===== config.mk =====
export PLATFORM = sky130hd
export DESIGN_NAME = blz_outreg
export DESIGN_NICKNAME = d
export VERILOG_FILES = /design/src/design/blz_pkg.sv /design/src/design/blz_outreg.sv
export SDC_FILE = /design/constraint.sdc
export NUM_CORES = 1
export LEC_CHECK = 0
export ABC_AREA = 1
export BUFFER_PORTS_ARGS = -buffer_cell sky130_fd_sc_hd__buf_2
export CORE_ASPECT_RATIO = 1.25
export CORE_MARGIN = 8
export CORE_UTILIZATION = 39
export CTS_CLUSTER_SIZE = 30
export DETAILED_ROUTE_END_ITERATION = 7
export MAX_ROUTING_LAYER = met4
export PLACE_DENSITY = 0.82
export SYNTH_ARGS = -nofsm -noshare
export SYNTH_HDL_FRONTEND = slang
export SYNTH_SLANG_ARGS = --single-unit

===== constraint.sdc =====
create_clock -name clk_i -period 0.8 [get_ports clk_i]
set_input_delay 0.04 -clock clk_i [delete_from_list [all_inputs] [get_ports clk_i]]
set_output_delay 0.04 -clock clk_i [all_outputs]
set_load 0.05 [all_outputs]

===== src/design/blz_pkg.sv =====
// shared types, constants and helpers for the backward lz decompressor
// no dependencies; used by blz_outreg, blz_ctrl and the top level
package blz_pkg;

  localparam int HISTORY_DEPTH_DEF = 8192;
  localparam int LENGTH_BITS_DEF   = 24;
  localparam int POS_W             = 24;

  localparam logic [3:0] FLAGS_PER_CTRL = 4'd8;
  localparam logic [4:0] MIN_MATCH_LEN  = 5'd3;
  localparam logic [12:0] MIN_MATCH_DIST = 13'd3;

  typedef enum logic [2:0] {
    PH_CTRL,
    PH_LIT,
    PH_THI,
    PH_TLO,
    PH_MATCH,
    PH_HALT
  } blz_phase_e;

  typedef enum logic [1:0] {
    ST_OK,
    ST_EXHAUSTED,
    ST_BAD_REF
  } blz_status_e;

  typedef struct packed {
    logic [7:0]       data;
    logic [POS_W-1:0] pos;
    blz_status_e      status;
    logic             last;
  } blz_item_t;

  typedef struct packed {
    blz_phase_e  phase;
    logic [7:0]  flags;
    logic [3:0]  left;
  } blz_flag_t;

  // advance to the next flag after a literal or a finished match
  function automatic blz_flag_t next_flag(logic [7:0] flags, logic [3:0] left, logic done);
    blz_flag_t r;
    r.flags = {flags[6:0], 1'b0};
    r.left  = (left != 4'd0) ? left - 4'd1 : left;
    if (done) begin
      r.phase = PH_HALT;
    end else if (r.left == 4'd0) begin
      r.phase = PH_CTRL;
    end else if (r.flags[7]) begin
      r.phase = PH_THI;
    end else begin
      r.phase = PH_LIT;
    end
    return r;
  endfunction

endpackage


===== src/design/blz_outreg.sv =====
// output word register between the decoder and the result stream
// depends on blz_pkg for the result word type
module blz_outreg (
  input  logic              clk_i,
  input  logic              rst_ni,
  input  logic              load_i,
  input  blz_pkg::blz_item_t item_i,
  output logic              free_o,
  output logic              valid_o,
  input  logic              ready_i,
  output blz_pkg::blz_item_t item_o
);

  logic               valid_q, valid_d;
  blz_pkg::blz_item_t item_q;

  assign free_o = !valid_q || ready_i;

  always_comb begin
    valid_d = valid_q;
    if (load_i) begin
      valid_d = 1'b1;
    end else if (ready_i) begin
      valid_d = 1'b0;
    end
  end

  always_ff @(posedge clk_i or negedge rst_ni) begin
    if (!rst_ni) begin
      valid_q <= 1'b0;
    end else begin
      valid_q <= valid_d;
    end
  end

  always_ff @(posedge clk_i) begin
    if (load_i) begin
      item_q <= item_i;
    end
  end

  assign valid_o = valid_q;
  assign item_o  = item_q;

endmodule


==> impl_metrics.py <==
metrics = {
    "grt": {
        "grt_max_degree": 37,
        "grt_pass1_wl_um": 5560,
        "antenna_found_initial": 1,
        "grt_pass1_vias": 1025,
        "grt_overflow_total": 0,
        "gr-usage-all-layers": 0.167,
    },
    "sta": {
        "fin_crit_sh": 1.34,
        "slew_headroom": 0.878,
        "drv_slew": 0,
        "worstMarginPinSlew_ps": 183,
        "finalSetupViolCount": 38,
        "max_freq_ghz": 0.933,
        "skew_ps": 0,
        "finalHoldViolations": 0,
        "rsz0062_at_grt": "true",
        "setup_slack_ps": -272,
        "fin_hold_ws_ps": 155,
        "period_minus_slack_ps": 1070,
    },
    "critical_path": {
        "cp-start-kind": "register",
        "required_ps": 760,
        "path_cells": "nand2_8, buf_12",
        "reg2reg_slack_ps": -80,
        "cp_data_arrival_time_ps": 1030,
        "rr_endpoint": "valid_o$_DFFE_PN0P_",
        "crit_slowest_cell": "dfrtp_2",
        "crit_start": "valid_o$_DFFE_PN0P_",
        "worstSetupEndpointType": "primary output",
        "r2r_start": "valid_o$_DFFE_PN0P_",
        "cp_top_family": "flip-flops",
        "worstPathMaxFanout": 2,
        "path_buf_inv": 1,
        "crit_path_max_incr_delay_ps": 480,
        "crit_type": "reg2out",
        "rr_worst_depth": 4,
    },
    "outcome": {
        "outcome": "finished, violations left",
        "failed_checks": "setup timing",
    },
    "route": {
        "drt-initial-drc-count": 23,
        "drt_wl_total_um": 3810,
        "dr_total_vias": 875,
        "final_antenna_net_count": 0,
        "drt-wirelength-per-cell_um": 19.2,
        "drtPass1Iterations": 4,
        "drc": 0,
        "via_per_inst": 4.42,
    },
    "final_layout": {
        "nFillCells": 124,
        "layout_common_cells": "buf_2, dlygate4sd3_1, edfxtp_1, buf_6, clkbuf_4",
        "layout_commonest_cell": "buf_2",
        "nets": 201,
        "postLayoutCellArea_um2": 2250,
        "drive_gt1_frac": 0.546,
        "layout-area-overhead-vs-synth_pct": 106,
        "instances_no_fill": 198,
    },
    "yosys": {
        "synth_cell_types": 4,
        "syn_area_per_cell_um2": 27.4,
        "syn-cell-area_um2": 1100,
        "yosysWarningCount": 0,
        "syn_inst": 40,
        "seq_area_frac_synth": 0.982,
        "synth-seq-cells": 36,
        "syn-num-nets": 79,
    },
    "clock_network": {
        "htree_levels": 2,
        "clkTransAtPathRegs_ps": 110,
        "clock_sinks": 36,
        "cts_root_buf": "clkbuf_4",
        "cts_tree": "done",
        "cts-buffers-inserted": 5,
        "ctsLongestPathBuffers": 2,
        "clock_latency_ps": 330,
    },
    "placed_design": {
        "placed_cell_area_um2": 1560,
        "place.gp.congestion": 0.674,
        "post-place-ws_ps": -2.29,
        "dp_cells": 151,
        "port_buffers": 75,
    },
    "die": {
        "die_h_um": 75.3,
        "rows": 21,
        "dieArea_um2": 4770,
        "pin_count": 76,
        "die_w_um": 63.4,
        "initial_core_util": 0.409,
        "coreArea_um2": 2680,
    },
    "worst_hold_path": {
        "hp-class": "in2reg",
        "min_path_cells": 4,
        "min_to": "valid_o$_DFFE_PN0P_",
        "min-delay-start": "load_i",
    },
    "pwr": {
        "ir_worst_vdd_uv": 2110,
        "p_per_area_nw_per_um2": 2110,
        "leakagePower_nw": 0.961,
    },
    "job": {
        "maxCapViolations": 0,
    },
}
[worst register-to-register path: stages, from the launching register on]
cell,delay (ps)
dfrtp_2,480
nand2_8,90
buf_4,110
buf_4,90
nand2_2,30
[power breakdown]
part	total (mW)	leakage (nW)	internal, mW	switching (mW)
Combinational	1.19	0.568	0.483	0.707
Clock	1.26	0.0412	0.652	0.607
Sequential	2.31	0.353	2.23	0.0752
Total	4.76	0.961	3.37	1.39
[stage by stage]
stage               total power, mW  TNS, ps   util
CTS                            4.72    -5670  0.837
global route                   4.91    -7160  0.841
floorplan                      2.87    -43.5      -
global placement               3.14        0  0.581
finish                         4.76    -5550  0.841
detailed placement             3.16    -2.29  0.581
[registers in the layout, summed over array words and instances (netlist names)]
register  flops
item_o       35
valid_o       1
[layer usage]
metal | global-route usage | vias up | share of wire
li1 | - | 400 | -
met1 | 0.169 | 407 | 0.39
met2 | 0.266 | 60 | 0.48
met3 | 0.0893 | 8 | 0.11
met4 | 0.0769 | 0 | 0.020
met5 | - | - | 0
[worst max-delay path by stage]
stage	to	slack (ps)	cells after the start
floorplan	valid_o$_DFFE_PN0P_	-40	2
global placement	free_o	10	2
detailed placement	free_o	-2	2
CTS	free_o	-260	2
global route	free_o	-310	2
finish	free_o	-270	2
[timing repair]
item                       CTS  global route
hold buffers                37             0
buffers inserted             0             1
hold endpoints to repair    36             0
resized for setup           75             0
setup endpoints to repair   37            38
[cells by family (layout without fill, tap and decap cells)]
family,count (synthesis),count (layout),share of synthesized area
other,0,1,0
buffers and inverters,2,125,0.00685
AND/OR/NAND/NOR,2,2,0.0114
flip-flops,36,36,0.982
[cells in the mapped netlist]
library cell / number / area share
inv_1: 2 / 0.0069
dfrtp_1: 1 / 0.023
nand2_2: 2 / 0.011
edfxtp_1: 35 / 0.96
[cell type report]
type | count | area, um^2 | area share
tap | 34 | 42.5 | 0.0189
clock inverter | 3 | 42.5 | 0.0189
timing repair buffer | 115 | 1020 | 0.451
antenna | 1 | 2.50 | 0.00111
multi-input combinational | 2 | 26.3 | 0.0117
clock buffer | 5 | 37.5 | 0.0167
inverter | 2 | 7.51 | 0.00333
sequential | 36 | 1080 | 0.478
(Power assumes the default switching activity.)
