## config.mk

```make
export PLATFORM = sky130hd
export DESIGN_NAME = blz_ctrl
export DESIGN_NICKNAME = d
export VERILOG_FILES = /design/src/design/blz_pkg.sv /design/src/design/blz_ctrl.sv
export SDC_FILE = /design/constraint.sdc
export NUM_CORES = 1
export LEC_CHECK = 0
export BUFFER_PORTS_ARGS = -buffer_cell sky130_fd_sc_hd__buf_2
export CELL_PAD_IN_SITES_DETAIL_PLACEMENT = 1
export CELL_PAD_IN_SITES_GLOBAL_PLACEMENT = 2
export CORE_ASPECT_RATIO = 1.4
export CORE_MARGIN = 2
export CORE_UTILIZATION = 35
export CTS_BUF_LIST = sky130_fd_sc_hd__clkbuf_4
export DETAILED_ROUTE_END_ITERATION = 8
export PLACE_DENSITY_LB_ADDON = 0.1
export RECOVER_POWER = 25
export SLEW_MARGIN = 20
export SYNTH_ARGS = -nofsm -noshare
export SYNTH_HDL_FRONTEND = slang
export SYNTH_SLANG_ARGS = --single-unit
```

## constraint.sdc

```tcl
create_clock -name clk_i -period 4.95 [get_ports clk_i]
set_input_delay 0 -clock clk_i [delete_from_list [all_inputs] [get_ports clk_i]]
set_output_delay 0 -clock clk_i [all_outputs]
set_load 0.03 [all_outputs]
```

## src/design/blz_pkg.sv

```systemverilog
// shared types, constants and helpers for the backward lz decompressor
// no dependencies; used by blz_outreg, blz_ctrl and the top level
package blz_pkg;

  localparam int HISTORY_DEPTH_DEF = 8192;
  localparam int LENGTH_BITS_DEF   = 24;
  localparam int POS_W             = 24;

  localparam logic [3:0] FLAGS_PER_CTRL = 4'd8;
  localparam logic [4:0] MIN_MATCH_LEN  = 5'd3;
  localparam logic [12:0] MIN_MATCH_DIST = 13'd3;

  typedef enum logic [2:0] {
    PH_CTRL,
    PH_LIT,
    PH_THI,
    PH_TLO,
    PH_MATCH,
    PH_HALT
  } blz_phase_e;

  typedef enum logic [1:0] {
    ST_OK,
    ST_EXHAUSTED,
    ST_BAD_REF
  } blz_status_e;

  typedef struct packed {
    logic [7:0]       data;
    logic [POS_W-1:0] pos;
    blz_status_e      status;
    logic             last;
  } blz_item_t;

  typedef struct packed {
    blz_phase_e  phase;
    logic [7:0]  flags;
    logic [3:0]  left;
  } blz_flag_t;

  // advance to the next flag after a literal or a finished match
  function automatic blz_flag_t next_flag(logic [7:0] flags, logic [3:0] left, logic done);
    blz_flag_t r;
    r.flags = {flags[6:0], 1'b0};
    r.left  = (left != 4'd0) ? left - 4'd1 : left;
    if (done) begin
      r.phase = PH_HALT;
    end else if (r.left == 4'd0) begin
      r.phase = PH_CTRL;
    end else if (r.flags[7]) begin
      r.phase = PH_THI;
    end else begin
      r.phase = PH_LIT;
    end
    return r;
  endfunction

endpackage

```

## src/design/blz_ctrl.sv

```systemverilog
// decode sequencer: control bytes, literals, tokens and match copy loop
// depends on blz_pkg; drives blz_hist_ram and blz_outreg
module blz_ctrl #(
  parameter int HISTORY_DEPTH = blz_pkg::HISTORY_DEPTH_DEF,
  parameter int LENGTH_BITS   = blz_pkg::LENGTH_BITS_DEF,
  parameter int AW            = $clog2(HISTORY_DEPTH)
) (
  input  logic                   clk_i,
  input  logic                   rst_ni,
  input  logic                   restart_i,
  input  logic [LENGTH_BITS-1:0] olen_new_i,
  input  logic [LENGTH_BITS-1:0] olen_i,
  input  logic [LENGTH_BITS-1:0] ilen_i,
  input  logic                   in_valid_i,
  output logic                   in_ready_o,
  input  logic [7:0]             in_byte_i,
  input  logic                   out_free_i,
  output logic                   out_load_o,
  output blz_pkg::blz_item_t     out_item_o,
  output logic                   ram_re_o,
  output logic [AW-1:0]          ram_raddr_o,
  input  logic [7:0]             ram_rdata_i,
  output logic                   ram_we_o,
  output logic [AW-1:0]          ram_waddr_o,
  output logic [7:0]             ram_wdata_o
);

  localparam int PW = (LENGTH_BITS > blz_pkg::POS_W) ? LENGTH_BITS : blz_pkg::POS_W;
  localparam logic [AW-1:0] LAST_SLOT = AW'(HISTORY_DEPTH - 1);
  localparam logic [AW:0]   DEPTH_X   = (AW + 1)'(HISTORY_DEPTH);

  blz_pkg::blz_phase_e    phase_q, phase_d;
  logic [LENGTH_BITS-1:0] rem_q, rem_d;
  logic [LENGTH_BITS-1:0] cons_q, cons_d;
  logic [7:0]             flag_q, flag_d;
  logic [3:0]             fleft_q, fleft_d;
  logic [7:0]             tokhi_q, tokhi_d;
  logic [AW-1:0]          wslot_q, wslot_d;
  logic [AW-1:0]          rslot_q, rslot_d;
  logic [4:0]             mlen_q, mlen_d;
  logic                   pend_q, pend_d;

  logic                   acc, drop, exhausted, ref_err, emit, last_out;
  logic [LENGTH_BITS-1:0] rem_m1;
  logic [PW-1:0]          pos_ext;
  logic [AW-1:0]          wslot_m1, rslot_m1, rslot_start;
  logic [AW:0]            rsum;
  logic [4:0]             len_raw, len_c;
  logic [12:0]            match_dist;
  logic [LENGTH_BITS:0]   ref_top;
  blz_pkg::blz_flag_t     nf;

  // shared datapath
  assign rem_m1   = rem_q - LENGTH_BITS'(1);
  assign pos_ext  = PW'(rem_m1);
  assign last_out = (rem_q == LENGTH_BITS'(1));
  assign wslot_m1 = (wslot_q == '0) ? LAST_SLOT : wslot_q - AW'(1);
  assign rslot_m1 = (rslot_q == '0) ? LAST_SLOT : rslot_q - AW'(1);

  assign in_ready_o = (phase_q != blz_pkg::PH_MATCH) && out_free_i;
  assign acc        = in_valid_i && in_ready_o;
  assign drop       = (phase_q == blz_pkg::PH_HALT) || (rem_q == '0);
  assign exhausted  = ({1'b0, cons_q} >= {1'b0, ilen_i}) ||
                      ((phase_q == blz_pkg::PH_THI) &&
                       ({1'b0, cons_q} + (LENGTH_BITS + 1)'(1) >= {1'b0, ilen_i}));

  // token fields, clip and reference range check
  assign len_raw    = {1'b0, tokhi_q[7:4]} + blz_pkg::MIN_MATCH_LEN;
  assign match_dist = {1'b0, tokhi_q[3:0], in_byte_i} + blz_pkg::MIN_MATCH_DIST;
  assign len_c      = (LENGTH_BITS'(len_raw) > rem_q) ? rem_q[4:0] : len_raw;
  assign ref_top    = {1'b0, rem_q} + (LENGTH_BITS + 1)'(match_dist);
  assign ref_err    = ref_top > {1'b0, olen_i};

  // slot of the highest source byte, wrapped once
  assign rsum        = {1'b0, wslot_q} + (AW + 1)'(match_dist) - (AW + 1)'(1);
  assign rslot_start = (rsum >= DEPTH_X) ? AW'(rsum - DEPTH_X) : rsum[AW-1:0];

  assign emit = (phase_q == blz_pkg::PH_MATCH) && pend_q && out_free_i;
  assign nf   = blz_pkg::next_flag(flag_q, fleft_q, last_out);

  // outputs: history port and result word
  always_comb begin
    out_load_o  = 1'b0;
    out_item_o  = '0;
    ram_re_o    = 1'b0;
    ram_raddr_o = rslot_q;
    ram_we_o    = 1'b0;
    ram_waddr_o = wslot_m1;
    ram_wdata_o = in_byte_i;
    unique case (phase_q)
      blz_pkg::PH_MATCH: begin
        ram_re_o = (mlen_q != 5'd0) && (!pend_q || out_free_i);
        if (emit) begin
          out_load_o      = 1'b1;
          ram_we_o        = 1'b1;
          ram_wdata_o     = ram_rdata_i;
          out_item_o.data = ram_rdata_i;
          out_item_o.pos  = pos_ext[blz_pkg::POS_W-1:0];
          out_item_o.last = last_out;
        end
      end
      blz_pkg::PH_CTRL, blz_pkg::PH_LIT, blz_pkg::PH_THI, blz_pkg::PH_TLO,
      blz_pkg::PH_HALT: begin
        if (acc && !drop) begin
          if (exhausted) begin
            out_load_o        = 1'b1;
            out_item_o.status = blz_pkg::ST_EXHAUSTED;
            out_item_o.last   = 1'b1;
          end else if (phase_q == blz_pkg::PH_LIT) begin
            out_load_o      = 1'b1;
            ram_we_o        = 1'b1;
            out_item_o.data = in_byte_i;
            out_item_o.pos  = pos_ext[blz_pkg::POS_W-1:0];
            out_item_o.last = last_out;
          end else if ((phase_q == blz_pkg::PH_TLO) && ref_err) begin
            out_load_o        = 1'b1;
            out_item_o.status = blz_pkg::ST_BAD_REF;
            out_item_o.last   = 1'b1;
          end
        end
      end
      default: ;
    endcase
  end

  // next state
  always_comb begin
    phase_d = phase_q;
    rem_d   = rem_q;
    cons_d  = cons_q;
    flag_d  = flag_q;
    fleft_d = fleft_q;
    tokhi_d = tokhi_q;
    wslot_d = wslot_q;
    rslot_d = rslot_q;
    mlen_d  = mlen_q;
    pend_d  = pend_q;
    if (restart_i) begin
      phase_d = blz_pkg::PH_CTRL;
      rem_d   = olen_new_i;
      cons_d  = '0;
      flag_d  = '0;
      fleft_d = '0;
      tokhi_d = '0;
      wslot_d = '0;
      mlen_d  = '0;
      pend_d  = 1'b0;
    end else if (phase_q == blz_pkg::PH_MATCH) begin
      if (ram_re_o) begin
        rslot_d = rslot_m1;
        mlen_d  = mlen_q - 5'd1;
        pend_d  = 1'b1;
      end else if (emit) begin
        pend_d = 1'b0;
      end
      if (emit) begin
        rem_d   = rem_m1;
        wslot_d = wslot_m1;
        if (mlen_q == 5'd0) begin
          phase_d = nf.phase;
          flag_d  = nf.flags;
          fleft_d = nf.left;
        end
      end
    end else if (acc && !drop) begin
      if (exhausted) begin
        phase_d = blz_pkg::PH_HALT;
      end else begin
        cons_d = cons_q + LENGTH_BITS'(1);
        unique case (phase_q)
          blz_pkg::PH_CTRL: begin
            flag_d  = in_byte_i;
            fleft_d = blz_pkg::FLAGS_PER_CTRL;
            phase_d = in_byte_i[7] ? blz_pkg::PH_THI : blz_pkg::PH_LIT;
          end
          blz_pkg::PH_LIT: begin
            rem_d   = rem_m1;
            wslot_d = wslot_m1;
            phase_d = nf.phase;
            flag_d  = nf.flags;
            fleft_d = nf.left;
          end
          blz_pkg::PH_THI: begin
            tokhi_d = in_byte_i;
            phase_d = blz_pkg::PH_TLO;
          end
          blz_pkg::PH_TLO: begin
            if (ref_err) begin
              phase_d = blz_pkg::PH_HALT;
            end else begin
              phase_d = blz_pkg::PH_MATCH;
              mlen_d  = len_c;
              rslot_d = rslot_start;
              pend_d  = 1'b0;
            end
          end
          default: ;
        endcase
      end
    end
  end

  always_ff @(posedge clk_i or negedge rst_ni) begin
    if (!rst_ni) begin
      phase_q <= blz_pkg::PH_CTRL;
      rem_q   <= '0;
      cons_q  <= '0;
      flag_q  <= '0;
      fleft_q <= '0;
      tokhi_q <= '0;
      wslot_q <= '0;
      rslot_q <= '0;
      mlen_q  <= '0;
      pend_q  <= 1'b0;
    end else begin
      phase_q <= phase_d;
      rem_q   <= rem_d;
      cons_q  <= cons_d;
      flag_q  <= flag_d;
      fleft_q <= fleft_d;
      tokhi_q <= tokhi_d;
      wslot_q <= wslot_d;
      rslot_q <= rslot_d;
      mlen_q  <= mlen_d;
      pend_q  <= pend_d;
    end
  end

`ifndef ASSERT_OFF
  // a history write always goes with a result word
  a_write_with_word: assert property (@(posedge clk_i) disable iff (!rst_ni)
    ram_we_o |-> out_load_o)
    else $error("history write without result word");

  // pending read data only exists inside a match
  a_pend_in_match: assert property (@(posedge clk_i) disable iff (!rst_ni)
    pend_q |-> (phase_q == blz_pkg::PH_MATCH))
    else $error("read pending outside match");

  // error words carry zero data and position and close the run
  a_err_word: assert property (@(posedge clk_i) disable iff (!rst_ni)
    (out_load_o && (out_item_o.status != blz_pkg::ST_OK)) |->
      (out_item_o.last && (out_item_o.data == 8'd0) && (out_item_o.pos == '0)))
    else $error("malformed error word");

  // a word loaded while data was pending lowers the count of bytes left
  a_emit_counts: assert property (@(posedge clk_i) disable iff (!rst_ni)
    (emit && !restart_i) |=> (rem_q == $past(rem_m1)))
    else $error("remaining count not decremented on match byte");
`endif

endmodule

```

==> results of run 1 <==
-- worst max-delay path, delay by kind of cell, from the launching register on --
kind | cells | cell delay (ns)
buf+inv | 1 | 0.19
flops | 1 | 0.43
fa+ha+maj | 2 | 0.53
simple gates | 9 | 2.02
compound gates | 6 | 1.10
xor+xnor | 2 | 0.29
-- layout by cell type, fill, tap and decap left out, drive strengths merged, types with 31 or more instances in the layout --
| cell type | count |
|---|---|
| xnor2 | 83 |
| xor2 | 36 |
| nand3 | 41 |
| inv | 129 |
| a21oi | 86 |
| clkbuf | 31 |
| dlygate4sd3 | 56 |
| buf | 275 |
| ha | 126 |
| o21ai | 107 |
| dfrtp | 102 |
| nor2 | 134 |
| nand2 | 132 |
-- metrics by stage --
step	instance area, um^2	utilization	worst slack [ns]	hold WS, ns
3_5_place_dp	12140	0.4149	-0.3322	0.1370
3_3_place_gp	12140	0.4149	-0.2752	0.1427
5_1_grt	13650	0.4665	-0.3991	0.1533
6_report	13650	0.4665	-0.1946	0.1510
2_1_floorplan	10430	-	0.1794	-0.2956
4_1_cts	13060	0.4465	-0.08863	0.001105
-- cell families (layout without fill, tap and decap cells) --
group	after synthesis	after routing	synth area share
AOI/OAI and AO/OA	321	321	0.1955
xor gates and xnor gates	119	119	0.09989
adders and majority gates	128	128	0.1549
buffers and inverters	191	496	0.07543
DFF	102	102	0.2446
muxes	12	12	0.01175
other	0	2	0
and+or+nand+nor	463	463	0.2179
-- layout make-up --
| cell class | instances | area, um^2 | share of cell area |
|---|---|---|---|
| Tap cell | 380 | 475.5 | 0.03483 |
| Sequential cell | 102 | 2556 | 0.1873 |
| Clock buffer | 10 | 75.07 | 0.005500 |
| Multi-Input combinational cell | 1043 | 7460 | 0.5465 |
| Timing Repair Buffer | 352 | 2542 | 0.1863 |
| Clock inverter | 5 | 51.30 | 0.003758 |
| Antenna cell | 2 | 5.005 | 0.0003667 |
| Inverter | 129 | 484.2 | 0.03548 |
-- sequential cells by signal, indices dropped and copies added, names as in the netlist --
signal       cells
fleft_q          4
tokhi_q          8
phase_q          3
cons_q          24
rem_q           24
wslot_q         13
mlen_q           5
pend_q           1
ram_raddr_o     13
flag_q           7
-- layer usage --
layer,vias up,track usage,share of wire
met5,-,0,0
met2,160,0.4716,0.55
li1,5223,-,-
met4,0,0.09987,0.031
met3,48,0.03289,0.024
met1,5263,0.2654,0.39
-- repair_timing --
action | CTS | global route
pin swaps | 16 | 31
endpoints found under the setup margin | 56 | 62
resized for setup | 38 | 70
setup buffers | 14 | 26
hold endpoints to repair | 97 | 0
hold buffers | 56 | 0
cloned | 0 | 5
-- path summary, 6_finish.rpt --
| check | startpoint | end | slack [ns] | cells past startpoint |
|---|---|---|---|---|
| max | tokhi_q[0] | out_load_o | -0.19 | 20 |
| min | in_byte_i[7] | phase_q[1] | 0.15 | 6 |
| max reg2reg | tokhi_q[0] | ram_raddr_o[12] | -0.18 | 20 |
| min reg2reg | flag_q[0] | flag_q[0] | 0.55 | 2 |
| max in group asynchronous | rst_ni | cons_q[0] | 1.71 | 3 |
| min in group asynchronous | rst_ni | cons_q[19] | 1.06 | 2 |
-- where the power goes --
part	total [W]	internal [W]	switching (W)	leakage, nW
clock	0.000496	0.000153	0.000343	0.0697
combinational	0.000951	0.000404	0.000547	5.19
sequential	0.000942	0.000873	0.0000687	1.35
total	0.00239	0.00143	0.000959	6.61
==> run metrics, run 1 <==
clk sinks=102; synthesis-stage register bit count=102; first-pass GRT wire length=59.80 mm; Synth warnings=0; largest net degree at the start of global routing=60; Slew HR=-1.255; nets=1858; Mapped Cells=1336; Synth-to-Final Area Change=30.82%; Setup TNS=-0.7399 ns; Max Slew Vio Count=52; Post-synth EDFFs=0; critical path capture point type=output pin; Overall Power=0.002388 W; drt initial violations=426; mean area per synthesized cell=7.810 um^2; Unique masters post-synth=81; CP Class=reg2out; violated checks=capacitance limit, slew limit, setup timing; CTS tree=yes; global placement routability congestion=0.8773; Longest Clk Path Bufs=2; crit share post-route=1.039; worst slew pin tran=3.383 ns; synth top area cells=dfrtp_1, ha_1, xnor2_1; Final min period=5.145 ns; worst vdd ir=0.1068 mV; final setup violation count=10; Layout fillers=3677; Req. time, crit path=4.95 ns; die width=149.9 um; drt wl/cell=19.42 um; status=finished, violations left; Critical Path AT=5.14 ns; layout cell share with drive strength beyond 1=0.2316; most instantiated cells after synthesis=nand2_1, nor2_1, inv_1; Post-Syn Area=10430 um^2; Root Buffer=clkbuf_4; drc violations=0; area fraction of the dominant cell type after synthesis=0.2446; GR Util All Layers=0.2461; clock slew at reported path FFs=0.18 ns; Power Density=175.0 nW/um^2; grt total ovfl=0; die area=31230 um^2; H-tree level count=3; I/O pin total=166; post-synth top area cell=dfrtp_1; I/O Buffers=165; First-pass DRT Iterations=6; Leak=6.608 nW; register area share after synthesis=0.2446; HP Class=in2reg; CP peak stage delay=0.43 ns; max_cap viols=1; CP Max Fanout=5; die extent in y=208.3 um; Cell Chain, Critical Path=and3_4, and3_4, nand2_4, xnor2_4, ha_2, or3_4, or3_4, o211ai_4, nor2_2, xor2_1, ha_1, nand4_1, nor4_4, o41ai_2, a21oi_4, o21bai_1, nand2_1, a21oi_2, o41ai_4, buf_6; Async SR Flop Fraction=1.000; Synth Flop Type=dfrtp_1; Clock Latency Late Sink=0.58 ns; initial core utilization=0.3566; # rows=74; RSZ-0062 raised after global routing=yes; crit path max-delay cell type=dfrtp_1; dpl cells=1908; Final Hold Fails=0; fmax=0.1944 GHz; vias in the first global route=11254; Synth Net Count=1557; core region area=29260 um^2; clock skew=0.01395 ns; vias after detailed routing=10694; worst setup margin=-0.1946 ns; type of origin of the critical path=register; vias per inst=5.286; Num CTS Buffers=9; Routed WL=39.29 mm; initial antenna violation count=2; remaining antenna violation count=0; DP Wirelength=29.60 mm; Non-Filler Instances=2023
Power figures use the tool's default switching activity.
==> inputs of run 2 (changes only) <==
CORE_ASPECT_RATIO = 0.7   (was 1.4)
==> run 2 against run 1 <==
Net effect:
- the flow finishes with violations (capacitance limit, slew limit)
- via count shrank 2.2%
- register-to-register slack gained 0.18 ns
- maximum frequency grew 4.0%
- power shrank 0.95%
- sequential share of layout area grew 0.42 points
- final area shrank 2.3%
- critical path type is now reg2reg
- highest routed layer unchanged
==> run metrics, run 2 (synthesis results as in run 1) <==
CP Max Fanout=3 (was 5); Final min period=4.946 ns (was 5.145 ns); vias in the first global route=10785 (was 11254); crit share post-route=0.9991 (was 1.039); Cell Chain, Critical Path=and3_4, and3_4, nand2_4, xnor2_4, ha_4, or3_4, or3_4, o211ai_4, buf_6, nor2_1, xor2_1, ha_1, a21o_1, a211oi_2, o211a_1, a21oi_4, buf_4, or4_4, o22ai_4, mux2_2, a311o_1 (was and3_4, and3_4, nand2_4, xnor2_4, ha_2, or3_4, or3_4, o211ai_4, nor2_2, xor2_1, ha_1, nand4_1, nor4_4, o41ai_2, a21oi_4, o21bai_1, nand2_1, a21oi_2, o41ai_4, buf_6); most common cell after layout, fill and taps aside=buf_2 (unchanged); grt total ovfl=0 (unchanged); I/O Buffers=165 (unchanged); worst vdd ir=0.1019 mV (was 0.1068 mV); worst setup margin=0.004215 ns (was -0.1946 ns); drt initial violations=526 (was 426); Root Buffer=clkbuf_4 (unchanged); layout cell share with drive strength beyond 1=0.2345 (was 0.2316); Routed WL=37.29 mm (was 39.29 mm); CTS tree=yes (unchanged); Num CTS Buffers=9 (unchanged); I/O pin total=166 (unchanged); Non-Filler Instances=1987 (was 2023); largest net degree at the start of global routing=65 (was 60); RSZ-0062 raised after global routing=yes (unchanged); GR Util All Layers=0.2415 (was 0.2461); # rows=52 (was 74); remaining antenna violation count=0 (unchanged); dpl cells=1914 (was 1908); core region area=29080 um^2 (was 29260 um^2); H-tree level count=3 (unchanged); Req. time, crit path=5.40 ns (was 4.95 ns); pre-CTS setup slack=-0.2772 ns (was -0.3322 ns); nets=1824 (was 1858); fmax=0.2022 GHz (was 0.1944 GHz); final setup violation count=0 (was 10); DP Wirelength=29.32 mm (was 29.60 mm); worst slew pin tran=4.085 ns (was 3.383 ns); Critical Path AT=5.40 ns (was 5.14 ns); HP Class=in2reg (unchanged); violated checks=capacitance limit, slew limit (was capacitance limit, slew limit, setup timing); CP Class=reg2reg (was reg2out); Max Slew Vio Count=65 (was 52); Slew HR=-1.723 (was -1.255); first-pass GRT wire length=59.73 mm (was 59.80 mm); critical path capture point type=register (was output pin); drt wl/cell=18.77 um (was 19.42 um); initial core utilization=0.3588 (was 0.3566); First-pass DRT Iterations=5 (was 6); Longest Clk Path Bufs=2 (unchanged); Synth-to-Final Area Change=27.82% (was 30.82%); Clock Latency Late Sink=0.54 ns (was 0.58 ns); crit path max-delay cell type=or4_4 (was dfrtp_1); max_cap viols=1 (unchanged); drc violations=0 (unchanged); die area=31230 um^2 (about the same); clock skew=0.02170 ns (was 0.01395 ns); CP peak stage delay=0.42 ns (was 0.43 ns); initial antenna violation count=1 (was 2); most frequent cells in the layout=buf_2, inv_1, nand2_1 (was buf_2, nand2_1, inv_1); Final Hold Fails=0 (unchanged); status=finished, violations left (unchanged); die width=210.4 um (was 149.9 um); Power Density=177.4 nW/um^2 (was 175.0 nW/um^2); global placement routability congestion=0.8491 (was 0.8773); clk sinks=102 (unchanged); Leak=6.485 nW (was 6.608 nW); vias after detailed routing=10463 (was 10694); Buf/Inv on CP=2 (was 1); clock slew at reported path FFs=0.19 ns (was 0.18 ns); Top Registers=cons_q: 24 flops, rem_q: 24 flops (unchanged); Crit path max-delay family=simple AND/OR/NAND/NOR gates (unchanged); Layout Utilization=0.4586 (was 0.4665); type of origin of the critical path=register (unchanged); vias per inst=5.266 (was 5.286); die extent in y=148.5 um (was 208.3 um)
[run 2: routing by layer]
layer / global-route usage / routed length [um] / share of wire
met5: 0 / 0 / 0
met4: 0.03865 / 332 / 0.0089
met3: 0.03864 / 1400 / 0.038
met2: 0.3518 / 15030 / 0.40
met1: 0.3758 / 20530 / 0.55
[run 2: area by class of cell]
type | count | area [um^2]
multi-input combinational | 1043 | 7528
timing repair buffer | 318 | 2158
inverter | 129 | 484.2
clock buffer | 10 | 75.07
fill | 3585 | 15750
antenna | 1 | 2.502
clock inverter | 6 | 61.31
sequential | 102 | 2554
tap | 378 | 473.0
[run 2: final timing paths]
path                               from               to  slack, ns  cells past startpoint
setup / recovery             tokhi_q[0]  ram_raddr_o[12]      0.004                     21
hold / removal             in_byte_i[0]   ram_raddr_o[0]       0.05                      5
setup reg to reg             tokhi_q[0]  ram_raddr_o[12]      0.004                     21
hold reg to reg               flag_q[2]        flag_q[3]       0.56                      2
max in group asynchronous        rst_ni        cons_q[0]       1.01                      2
min in group asynchronous        rst_ni        cons_q[4]       1.42                      2
[run 2: stage by stage]
step	TNS, ns	power, W	hold WS [ns]	area (um^2)
2_1_floorplan	0	0.001492	-0.2956	10430
3_3_place_gp	-0.2396	0.001799	0.1961	12210
3_5_place_dp	-2.590	0.001817	0.2020	12210
4_1_cts	-0.04424	0.002365	0.01577	12900
5_1_grt	-2.057	0.002534	0.05912	13340
6_report	0	0.002366	0.04584	13340
[run 2: what timing repair did]
| action | CTS | global route |
|---|---|---|
| hold endpoints to repair | 117 | 0 |
| buffers inserted | 5 | 12 |
| setup endpoints to repair | 38 | 56 |
| hold buffers | 39 | 0 |
| gates resized for setup | 32 | 77 |
| gates cloned | 0 | 1 |
| pin swaps | 11 | 15 |
[run 2: tightest hold or removal path, cell delays in order]
cell	delay, ns
buf_2	0.10
buf_4	0.13
ha_1	0.13
a22o_1	0.12
mux2i_1	0.07
[run 2: report_power, final]
group          switching [W]  internal (W)
Clock               0.000341      0.000159
Combinational       0.000531      0.000389
Sequential         0.0000731      0.000873
==> inputs of run 3 (changes only) <==
SETUP_SLACK_MARGIN = 0.05   (was default)
==> run 3 against run 2 <==
Net effect:
- the flow finishes with violations (capacitance limit, slew limit, setup timing)
- sequential share of layout area down 0.060 points
- die area unchanged
- core utilization is 0.17 points higher
- clock skew is 0.0011 ns lower
==> run metrics, run 3 (synthesis results as in run 1) <==
clock slew at reported path FFs=0.19 ns (about the same); Final Hold Fails=0 (unchanged); grt total ovfl=0 (unchanged); vias per inst=5.235 (was 5.266); status=finished, violations left (unchanged); Leak=6.475 nW (was 6.485 nW); clock skew=0.02056 ns (was 0.02170 ns); die area=31230 um^2 (unchanged); nets=1826 (was 1824); I/O pin total=166 (unchanged); drt wl/cell=18.76 um (was 18.77 um); CP Max Fanout=3 (unchanged); Synth-to-Final Area Change=28.29% (was 27.82%); initial antenna violation count=1 (unchanged); Clock Latency Late Sink=0.54 ns (about the same); Root Buffer=clkbuf_4 (unchanged); Top Registers=cons_q: 24 flops, rem_q: 24 flops (unchanged); clk sinks=102 (unchanged); type of origin of the critical path=register (unchanged); Final min period=4.956 ns (was 4.946 ns); first-pass GRT wire length=59.73 mm (unchanged); worst slew pin tran=4.125 ns (was 4.085 ns); worst setup margin=-0.006053 ns (was 0.004215 ns); max_cap viols=1 (unchanged); Critical Path AT=5.41 ns (was 5.40 ns); First-pass DRT Iterations=4 (was 5); # rows=52 (unchanged); Req. time, crit path=5.40 ns (about the same); I/O Buffers=165 (unchanged); vias in the first global route=10792 (was 10785); largest net degree at the start of global routing=65 (unchanged); layout cell share with drive strength beyond 1=0.2391 (was 0.2345); most common cell after layout, fill and taps aside=buf_2 (unchanged); die width=210.4 um (unchanged); Slew HR=-1.750 (was -1.723); DP Wirelength=29.32 mm (unchanged); global placement routability congestion=0.8491 (unchanged); critical path capture point type=register (unchanged); Layout fillers=3585 (unchanged); Num CTS Buffers=9 (unchanged); vias after detailed routing=10413 (was 10463); crit share post-route=1.001 (was 0.9991); RSZ-0062 raised after global routing=yes (unchanged); final setup violation count=1 (was 0); area of the multi-input gates=7552 um^2 (was 7528 um^2); Longest Clk Path Bufs=2 (unchanged); HP Class=in2reg (unchanged); CP Class=reg2reg (unchanged); die extent in y=148.5 um (unchanged); Routed WL=37.31 mm (was 37.29 mm); CTS tree=yes (unchanged); GR Util All Layers=0.2416 (was 0.2415); register area=2555 um^2 (was 2554 um^2); remaining antenna violation count=0 (unchanged); initial core utilization=0.3588 (unchanged); most frequent cells in the layout=buf_2, inv_1, nand2_1 (unchanged); drc violations=0 (unchanged); H-tree level count=3 (unchanged); Min Hold Slack=0.05016 ns (was 0.04584 ns); core region area=29080 um^2 (unchanged); worst vdd ir=0.1019 mV (about the same); pre-CTS setup slack=-0.2772 ns (unchanged); fmax=0.2018 GHz (was 0.2022 GHz); drt initial violations=403 (was 526); Power Density=177.4 nW/um^2 (about the same); Max Slew Vio Count=65 (unchanged); violated checks=capacitance limit, slew limit, setup timing (was capacitance limit, slew limit)
==> run 3: changes by cell type in the layout (fill, tap and decap cells not counted), sizes merged <==
| cell | change |
|---|---|
| dlymetal6s4s | -2 |
| dlygate4sd3 | +1 |
| buf | +3 |
==> run 3: critical path: stages (launching register included) <==
cell and delay, ns:
dfrtp_1 0.39, and3_4 0.20, and3_4 0.20, nand2_4 0.07, xnor2_4 0.18, ha_4 0.17
or3_4 0.34, or3_4 0.36, o211ai_4 0.22, buf_6 0.14, buf_4 0.09, nor2_1 0.04
xor2_1 0.14, ha_1 0.32, a21o_1 0.17, a211oi_2 0.19, o211a_1 0.21, a21oi_4 0.09
buf_4 0.16, or4_4 0.42, o22ai_4 0.16, mux2_4 0.32, a311o_1 0.26
==> run 3: power by group <==
group          total, W  switching, W  internal [W]
clock network  0.000503      0.000344      0.000159
registers      0.000946     0.0000726      0.000873
logic          0.000925      0.000535      0.000390
==> run 3: metal layers <==
metal,track usage,share of wire,vias to the layer above
met1,0.3756,0.55,5017
met3,0.03864,0.037,19
met4,0.03865,0.0088,0
met2,0.3523,0.40,199
met5,0,0,-
li1,-,-,5178
==> run 3: path summary, 6_finish.rpt <==
| kind | from | to | slack (ns) | depth (start not counted) |
|---|---|---|---|---|
| setup / recovery | tokhi_q[0] | ram_raddr_o[12] | -0.006 | 22 |
| hold / removal | in_byte_i[0] | ram_raddr_o[0] | 0.05 | 5 |
| setup reg to reg | tokhi_q[0] | ram_raddr_o[12] | -0.006 | 22 |
| hold reg to reg | flag_q[0] | flag_q[0] | 0.55 | 2 |
| max in group asynchronous | rst_ni | cons_q[1] | 0.97 | 2 |
| min in group asynchronous | rst_ni | cons_q[4] | 1.43 | 2 |
==> run 3: stage by stage <==
| step | instances | cell area [um^2] | utilization | total power [W] | setup TNS [ns] |
|---|---|---|---|---|---|
| floorplan | 1336 | 10430 | - | 0.001492 | 0 |
| detailed placement | 1914 | 12210 | 0.4198 | 0.001817 | -2.590 |
| global route | 1989 | 13390 | 0.4602 | 0.002539 | -2.025 |
| CTS | 1977 | 12930 | 0.4446 | 0.002368 | -0.04424 |
| finish | 1989 | 13390 | 0.4602 | 0.002374 | -0.006053 |
| global placement | 1914 | 12210 | 0.4198 | 0.001799 | -0.2396 |
==> run 3: final cells by class <==
| class | instances | area share |
|---|---|---|
| inverters | 129 | 0.03618 |
| diodes | 1 | 0.0001870 |
| flip-flops and latches | 102 | 0.1909 |
| clock buffers | 10 | 0.005609 |
| well taps | 378 | 0.03533 |
| clock inverters | 6 | 0.004580 |
| repair buffers | 320 | 0.1630 |
| multi-input cells | 1043 | 0.5642 |
==> run 3: repair_timing <==
| action | in CTS | in global routing |
|---|---|---|
| hold endpoints to repair | 117 | 0 |
| endpoints found under the setup margin | 49 | 57 |
| resized for setup | 36 | 82 |
| pin swaps | 13 | 22 |
| buffers inserted | 7 | 13 |
| hold buffers | 40 | 0 |
